--- config.mk ---
export PLATFORM = sky130hd
export DESIGN_NAME = ready_queue_with_min_select
export DESIGN_NICKNAME = d
export VERILOG_FILES = /design/src/hw/rtl/rqms_pkg.sv /design/src/hw/rtl/rqms_ram.sv /design/src/hw/rtl/ready_queue_with_min_select.sv
export SDC_FILE = /design/constraint.sdc
export NUM_CORES = 1
export LEC_CHECK = 0
export BUFFER_PORTS_ARGS = -buffer_cell sky130_fd_sc_hd__buf_2
export CORE_ASPECT_RATIO = 0.9
export CORE_MARGIN = 8
export CORE_UTILIZATION = 40
export CTS_CLUSTER_SIZE = 14
export DETAILED_ROUTE_END_ITERATION = 6
export MAX_ROUTING_LAYER = met4
export PLACE_DENSITY = 0.63
export SETUP_SLACK_MARGIN = 0.2
export SLEW_MARGIN = 20
export SYNTH_ARGS = -nofsm -noshare
export SYNTH_HDL_FRONTEND = slang
export SYNTH_SLANG_ARGS = --single-unit
--- constraint.sdc ---
create_clock -name i_clk -period 9.15 [get_ports i_clk]
set_input_delay 1.83 -clock i_clk [delete_from_list [all_inputs] [get_ports i_clk]]
set_output_delay 1.83 -clock i_clk [all_outputs]
set_load 0.02 [all_outputs]
--- src/hw/rtl/rqms_pkg.sv ---
// Package for the ready queue with minimum select.
// Holds the transaction payload types, the entry layout and the action and status codes.
// No dependencies.
package rqms_pkg;

    localparam logic [2:0] ACT_APPEND    = 3'd0;
    localparam logic [2:0] ACT_POP       = 3'd1;
    localparam logic [2:0] ACT_REMOVE    = 3'd2;
    localparam logic [2:0] ACT_MIN_PRIO  = 3'd3;
    localparam logic [2:0] ACT_MIN_BURST = 3'd4;

    localparam logic [1:0] ST_OK        = 2'd0;
    localparam logic [1:0] ST_EMPTY     = 2'd1;
    localparam logic [1:0] ST_FULL      = 2'd2;
    localparam logic [1:0] ST_NOT_FOUND = 2'd3;

    typedef struct packed {
        logic [2:0]  action;
        logic [7:0]  process_id;
        logic [7:0]  priority_req;
        logic [15:0] burst;
    } t_in_item;

    typedef struct packed {
        logic [1:0]  status;
        logic [7:0]  result_id;
        logic [7:0]  result_priority;
        logic [15:0] result_burst;
        logic [4:0]  occupancy;
    } t_out_item;

    typedef struct packed {
        logic [15:0] burst;
        logic [7:0]  prio;
        logic [7:0]  id;
    } t_entry;

endpackage

--- src/hw/rtl/rqms_ram.sv ---
// Entry store of the ready queue: one write port and one read port with registered data.
// Depends on rqms_pkg for the entry type.
module rqms_ram #(
    parameter int DEPTH = 16,
    parameter int AW    = 4
) (
    input  logic            i_clk,
    input  logic            i_we,
    input  logic [AW-1:0]   i_waddr,
    input  rqms_pkg::t_entry i_wdata,
    input  logic            i_re,
    input  logic [AW-1:0]   i_raddr,
    output rqms_pkg::t_entry o_rdata
);

    rqms_pkg::t_entry r_mem [DEPTH];
    rqms_pkg::t_entry r_rdata;

    always_ff @(posedge i_clk) begin
        if (i_we) begin
            r_mem[i_waddr] <= i_wdata;
        end
        if (i_re) begin
            r_rdata <= r_mem[i_raddr];
        end
    end

    assign o_rdata = r_rdata;

endmodule

--- src/hw/rtl/ready_queue_with_min_select.sv ---
// Top level of the ready queue with minimum select: control, walk sequencer and output register.
// Depends on rqms_pkg and rqms_ram.
//
//   Channel | Direction | Handshake                  | Payload
//   input   | in        | i_in_valid / o_in_ready    | i_in_data  (rqms_pkg::t_in_item)
//   output  | out       | o_out_valid / i_out_ready  | o_out_data (rqms_pkg::t_out_item)
//
// An append or an unused action goes from idle straight to the emit state.
// Pop, remove and the two selects walk the entry store once, one read per cycle through
// its single read port, and then go to the emit state; on an empty queue the walk reads nothing.
// The emit state loads the result into the output register once that register is free.
// Reset clears the state, entry count, valid and found flags; the store needs no clearing pass.
// One transaction is in work at a time; a finished result waits in the output register
// while the next transaction is accepted.
module ready_queue_with_min_select #(
    parameter int QUEUE_DEPTH = 16
) (
    input  logic                  i_clk,
    input  logic                  i_rst_n,
    input  logic                  i_in_valid,
    output logic                  o_in_ready,
    input  rqms_pkg::t_in_item    i_in_data,
    output logic                  o_out_valid,
    input  logic                  i_out_ready,
    output rqms_pkg::t_out_item   o_out_data
);

    localparam int AW = (QUEUE_DEPTH > 1) ? $clog2(QUEUE_DEPTH) : 1;
    localparam int CW = $clog2(QUEUE_DEPTH + 1);
    localparam logic [CW-1:0] DEPTH_C = CW'(QUEUE_DEPTH);

    typedef enum logic [2:0] {
        S_IDLE = 3'b001,
        S_WALK = 3'b010,
        S_EMIT = 3'b100
    } t_state;

    t_state              r_state, n_state;
    logic [CW-1:0]       r_count, n_count;
    logic [2:0]          r_action, n_action;
    logic [7:0]          r_pid, n_pid;
    logic [CW-1:0]       r_rd_idx, n_rd_idx;
    logic                r_dv, n_dv;
    logic [AW-1:0]       r_dv_idx, n_dv_idx;
    logic                r_found, n_found;
    rqms_pkg::t_entry    r_best, n_best;
    logic [1:0]          r_status, n_status;
    logic                r_have, n_have;
    logic                r_out_valid, n_out_valid;
    rqms_pkg::t_out_item r_out, n_out;

    logic                in_acc;
    logic                full;
    logic                rd_en;
    logic                we;
    logic [AW-1:0]       waddr;
    rqms_pkg::t_entry    wdata;
    rqms_pkg::t_entry    rdata;
    logic                is_del;
    logic                is_sel;
    logic                match;
    logic                better;
    logic                walk_done;

    assign o_in_ready = (r_state == S_IDLE);
    assign in_acc     = i_in_valid && o_in_ready;
    assign full       = (r_count >= DEPTH_C);
    assign is_del     = (r_action == rqms_pkg::ACT_POP) || (r_action == rqms_pkg::ACT_REMOVE);
    assign is_sel     = (r_action == rqms_pkg::ACT_MIN_PRIO)
                        || (r_action == rqms_pkg::ACT_MIN_BURST);
    assign rd_en      = (r_state == S_WALK) && (r_rd_idx < r_count);
    assign walk_done  = (r_state == S_WALK) && (r_rd_idx == r_count) && !r_dv;

    assign match  = ((r_action == rqms_pkg::ACT_POP) && (r_dv_idx == '0))
                    || ((r_action == rqms_pkg::ACT_REMOVE) && (rdata.id == r_pid));
    assign better = (r_action == rqms_pkg::ACT_MIN_PRIO) ? (rdata.prio < r_best.prio)
                                                         : (rdata.burst < r_best.burst);

    always_comb begin
        we    = 1'b0;
        waddr = r_dv_idx - 1'b1;
        wdata = rdata;
        if (in_acc && (i_in_data.action == rqms_pkg::ACT_APPEND) && !full) begin
            we          = 1'b1;
            waddr       = r_count[AW-1:0];
            wdata.burst = i_in_data.burst;
            wdata.prio  = i_in_data.priority_req;
            wdata.id    = i_in_data.process_id;
        end else if ((r_state == S_WALK) && r_dv && r_found) begin
            we = 1'b1;
        end
    end

    rqms_ram #(
        .DEPTH (QUEUE_DEPTH),
        .AW    (AW)
    ) u_ram (
        .i_clk   (i_clk),
        .i_we    (we),
        .i_waddr (waddr),
        .i_wdata (wdata),
        .i_re    (rd_en),
        .i_raddr (r_rd_idx[AW-1:0]),
        .o_rdata (rdata)
    );

    always_comb begin
        n_state     = r_state;
        n_count     = r_count;
        n_action    = r_action;
        n_pid       = r_pid;
        n_rd_idx    = r_rd_idx;
        n_dv        = 1'b0;
        n_dv_idx    = r_rd_idx[AW-1:0];
        n_found     = r_found;
        n_best      = r_best;
        n_status    = r_status;
        n_have      = r_have;
        n_out_valid = r_out_valid && !i_out_ready;
        n_out       = r_out;

        unique case (r_state)
            S_IDLE: begin
                if (in_acc) begin
                    n_action = i_in_data.action;
                    n_pid    = i_in_data.process_id;
                    n_rd_idx = '0;
                    n_found  = 1'b0;
                    n_have   = 1'b0;
                    n_status = rqms_pkg::ST_OK;
                    unique case (i_in_data.action)
                        rqms_pkg::ACT_APPEND: begin
                            n_state = S_EMIT;
                            if (full) begin
                                n_status = rqms_pkg::ST_FULL;
                            end else begin
                                n_count = r_count + 1'b1;
                            end
                        end
                        rqms_pkg::ACT_POP, rqms_pkg::ACT_REMOVE,
                        rqms_pkg::ACT_MIN_PRIO, rqms_pkg::ACT_MIN_BURST: begin
                            n_state = S_WALK;
                        end
                        default: begin
                            n_state = S_EMIT;
                        end
                    endcase
                end
            end
            S_WALK: begin
                if (rd_en) begin
                    n_dv     = 1'b1;
                    n_rd_idx = r_rd_idx + 1'b1;
                end
                if (r_dv) begin
                    if (is_del && !r_found && match) begin
                        n_found = 1'b1;
                        n_best  = rdata;
                    end
                    if (is_sel && ((r_dv_idx == '0) || better)) begin
                        n_best = rdata;
                    end
                end
                if (walk_done) begin
                    n_state = S_EMIT;
                    if (is_del) begin
                        n_have = r_found;
                        if (r_found) begin
                            n_status = rqms_pkg::ST_OK;
                            n_count  = r_count - 1'b1;
                        end else if (r_action == rqms_pkg::ACT_POP) begin
                            n_status = rqms_pkg::ST_EMPTY;
                        end else begin
                            n_status = rqms_pkg::ST_NOT_FOUND;
                        end
                    end else begin
                        n_have   = (r_count != '0);
                        n_status = (r_count != '0) ? rqms_pkg::ST_OK : rqms_pkg::ST_EMPTY;
                    end
                end
            end
            S_EMIT: begin
                if (!r_out_valid || i_out_ready) begin
                    n_out_valid           = 1'b1;
                    n_out.status          = r_status;
                    n_out.result_id       = r_have ? r_best.id : 8'd0;
                    n_out.result_priority = r_have ? r_best.prio : 8'd0;
                    n_out.result_burst    = r_have ? r_best.burst : 16'd0;
                    n_out.occupancy       = 5'(r_count);
                    n_state               = S_IDLE;
                end
            end
            default: begin
                n_state = S_IDLE;
            end
        endcase
    end

    always_ff @(posedge i_clk) begin
        if (!i_rst_n) begin
            r_state     <= S_IDLE;
            r_count     <= '0;
            r_dv        <= 1'b0;
            r_found     <= 1'b0;
            r_out_valid <= 1'b0;
        end else begin
            r_state     <= n_state;
            r_count     <= n_count;
            r_dv        <= n_dv;
            r_found     <= n_found;
            r_out_valid <= n_out_valid;
        end
    end

    always_ff @(posedge i_clk) begin
        r_action <= n_action;
        r_pid    <= n_pid;
        r_rd_idx <= n_rd_idx;
        r_dv_idx <= n_dv_idx;
        r_best   <= n_best;
        r_status <= n_status;
        r_have   <= n_have;
        r_out    <= n_out;
    end

    assign o_out_valid = r_out_valid;
    assign o_out_data  = r_out;

`ifndef SYNTHESIS
    a_count_bound: assert property (@(posedge i_clk) disable iff (!i_rst_n)
        r_count <= DEPTH_C)
        else $error("Entry count exceeds the queue depth.");

    a_append_grows: assert property (@(posedge i_clk) disable iff (!i_rst_n)
        (in_acc && (i_in_data.action == rqms_pkg::ACT_APPEND) && !full)
        |=> (r_count == $past(r_count) + 1'b1))
        else $error("Accepted append did not grow the queue.");

    a_shift_only_on_delete: assert property (@(posedge i_clk) disable iff (!i_rst_n)
        ((r_state == S_WALK) && r_found)
        |-> ((r_action == rqms_pkg::ACT_POP) || (r_action == rqms_pkg::ACT_REMOVE)))
        else $error("Entries shifted during an action that removes nothing.");
`endif

endmodule
==> key figures <==
Min path
  – Worst Hold End: o_out_data[37]
  – Hold-critical path depth: 0
  – Worst Hold Class: reg -> reg
  – Hold Crit Start: r_status[0]

Synthesis
  – Syn Nets: 1311
  – Avg Cell Area, Syn: 20.5 um^2
  – Primary FF master, synth: edfxtp_1
  – Gate Count Post-Synth: 1238
  – Leading area contributor after synthesis: edfxtp_1
  – Synth area leaders: edfxtp_1 (75%), mux4_2 (14%), ha_1 (1.6%)
  – Post-synth EDFFs: 634
  – Cell variety after synth: 48
  – Sequential element share of the synthesized area: 76.2%
  – Yosys warning count: 0
  – Share of the synthesized area in the top cell type: 75.0%
  – Yosys reg bits: 649
  – Mapped Area: 25400 um^2
  – Post-synth ARST share: 0%

Floorplanning
  – FP Rows: 87
  – Die Y: 255 um
  – Die width: 281 um
  – Die footprint: 71800 um^2
  – Core area: 62700 um^2
  – Initial core utilization: 40.5%
  – Ports: 80

Worst setup path
  – CP endpoint kind: register
  – Critical path's most frequent cell: buf_4
  – R2r worst-path depth: 8
  – Critical-path cell list: buf_2, nand4bb_1, inv_1, nand2_1, buf_4, and3_1, a31oi_1, nor2_4, buf_4
  – Critical path's largest stage delay: 0.74 ns
  – Critical path's slowest cell: a31oi_1
  – Worst setup SP type: input port
  – CP arrival: 4.78 ns
  – R2R Path End: u_ram.r_mem[7][16]
  – R2R Setup Slk: 5.53 ns
  – CP Max Fanout: 36
  – Critical Path RT: 9.46 ns
  – Reg2Reg Launch Point: r_state[2]
  – Critical path class: in -> reg

Timing
  – Final Hold Vio Count: 0
  – Worst slew pin tran: 1.05 ns
  – Fin Setup TNS: 0 ns
  – Worst slew margin: 30.0%
  – FMAX: 0.224 GHz
  – Final period utilization: 48.8%
  – Final Skew: 0.0226 ns
  – Max Slew Vio Count: 0
  – Final min period: 4.47 ns
  – Setup Viol. Count Final: 0
  – RSZ-0062 raised after global routing: false

Cells and area
  – Sequential cell area: 19300 um^2
  – Share of cells above drive strength 1: 26.6%
  – Commonest cells after routing, fill and taps aside: edfxtp_1 (634), mux4_2 (160), nand2_1 (110)
  – FILL cells: 5205
  – Leading cell type in the layout, fill and taps excluded: edfxtp_1
  – Finished Core Util: 46.4%
  – Final nets: 1435
  – Multi-input logic area: 5830 um^2
  – Post-route cell area: 29100 um^2
  – P&R area growth vs syn: 14.6%

Drt
  – WL final: 53900 um
  – DRT Pass-1 Iters: 5
  – Via density: 5.36
  – DR vias: 12100
  – WL/cell: 23.9 um
  – DR DRC count: 0
  – Post-route ant nets: 0
  – Drt initial violations: 1178

Global routing
  – Initial antenna violation count: 2
  – Largest net degree at the start of global routing: 100
  – First-pass GRT wire length: 81000 um
  – GRT overflow: 0
  – Vias in the first global route: 12400
  – GRT Overall Usage: 15.7%

Place
  – Placed Area: 27000 um^2
  – Post-detail-place hpwl: 32500 um
  – GPL Wtd Cong: 0.790
  – # port buffers: 79

Clocking
  – Clock Sink Count: 649
  – Cts hold-fix bufs: 0
  – Clock buffer depth: 3
  – CTS Buf Count: 66
  – TritonCTS clock tree: yes
  – Worst skew pair latency: 0.61 ns
  – Root Buffer: clkbuf_16
  – Clock-pin slew on the worst setup and hold paths: 0.06 ns
  – Post CTS Setup Buffer Count: 0
  – H-Tree Depth: 3
  – Post-cts repair resize count: 0

Pwr
  – PwrDens: 212 nW/um^2
  – Peak supply drop: 0.000121 V
  – Leakage: 9.41 nW

Outcome
  – Status: completed

Run
  – Max Cap Viol: 0
==> cell usage after synthesis (2+ instances only) <==
cell and instances:
edfxtp_1 634, mux4_2 160, nand2_1 110, nor2_1 40
inv_1 37, and2_1 35, ha_1 33, clkbuf_1 29
buf_2 18, a21oi_1 15, dfxtp_1 15, xnor2_1 13
o21ai_0 11, nor3_1 10, nand3_1 8, a31oi_1 6
nor2b_1 5, xor2_1 5, nand4_1 4, nor3b_1 4
o21a_1 4, a211oi_1 3, buf_1 3, mux2i_1 3
nor4_1 3, a21o_1 2, and3_1 2, and3b_1 2
nand2b_1 2, nor4b_1 2, nor4bb_1 2, o31ai_1 2
==> per-stage QoR <==
step	setup WS, ns	cells	power, mW	hold WS (ns)
global route	4.53	2257	6.35	0.426
floorplan	4.33	1238	3.59	0.369
global placement	4.17	2136	3.69	0.408
finish	4.68	2258	6.16	0.419
CTS	4.70	2256	6.22	0.421
detailed placement	4.08	2138	3.69	0.408
==> metal layers <==
metal / GRT usage (%) / part of all wire, % / up-vias
li1: - / - / 5254
met1: 22.1 / 45 / 6330
met2: 23.1 / 46 / 460
met3: 3.59 / 7.5 / 63
met4: 3.94 / 1.6 / 0
met5: - / 0 / -
==> registers in the layout, indices dropped and copies added, names as in the netlist, 3 cells and up <==
name,flops
r_best,32
r_state,3
r_dv_idx,4
r_pid,8
r_rd_idx,5
r_action,3
u_ram.o_rdata,32
o_out_data,39
u_ram.r_mem,512
r_count,5
==> worst max path at each step <==
| stage | startpoint | endpoint | slack [ns] | depth (start not counted) |
|---|---|---|---|---|
| global route | i_in_valid | u_ram.r_mem[7][17] | 4.53 | 9 |
| CTS | i_in_valid | u_ram.r_mem[6][17] | 4.70 | 9 |
| finish | i_in_valid | u_ram.r_mem[7][16] | 4.68 | 9 |
| floorplan | i_in_data[34] | u_ram.r_mem[2][0] | 4.33 | 5 |
| global placement | i_in_data[34] | u_ram.r_mem[12][18] | 4.17 | 6 |
| detailed placement | i_in_valid | u_ram.r_mem[6][24] | 4.08 | 9 |
==> where the power goes <==
part,internal [mW],switching [mW]
Combinational,0.156,0.179
Sequential,3.27,0.0203
Clock,1.46,1.08
==> worst max-delay path: cells and delay by family <==
family / cells / cell delay [ns]
buffers and inverters: 4 / 1.26
AOI/OAI and AO/OA: 1 / 0.74
and+or+nand+nor: 4 / 0.93
==> final cells by class <==
cell class | count | share of cell area (%)
Antenna cell | 1 | 0.00861
Clock buffer | 86 | 6.12
Clock inverter | 32 | 0.869
Inverter | 37 | 0.478
Multi-Input combinational cell | 501 | 20.1
Sequential cell | 649 | 66.5
Tap cell | 845 | 3.64
Timing Repair Buffer | 107 | 2.31
==> cell families after synthesis <==
logic type,share of synthesized area [%]
flops,76.2
simple gates,4.31
xor+xnor,0.621
compound gates,1.42
mux,14.3
fa+ha+maj,1.71
buf+inv,1.42
Power figures use the tool's default switching activity.
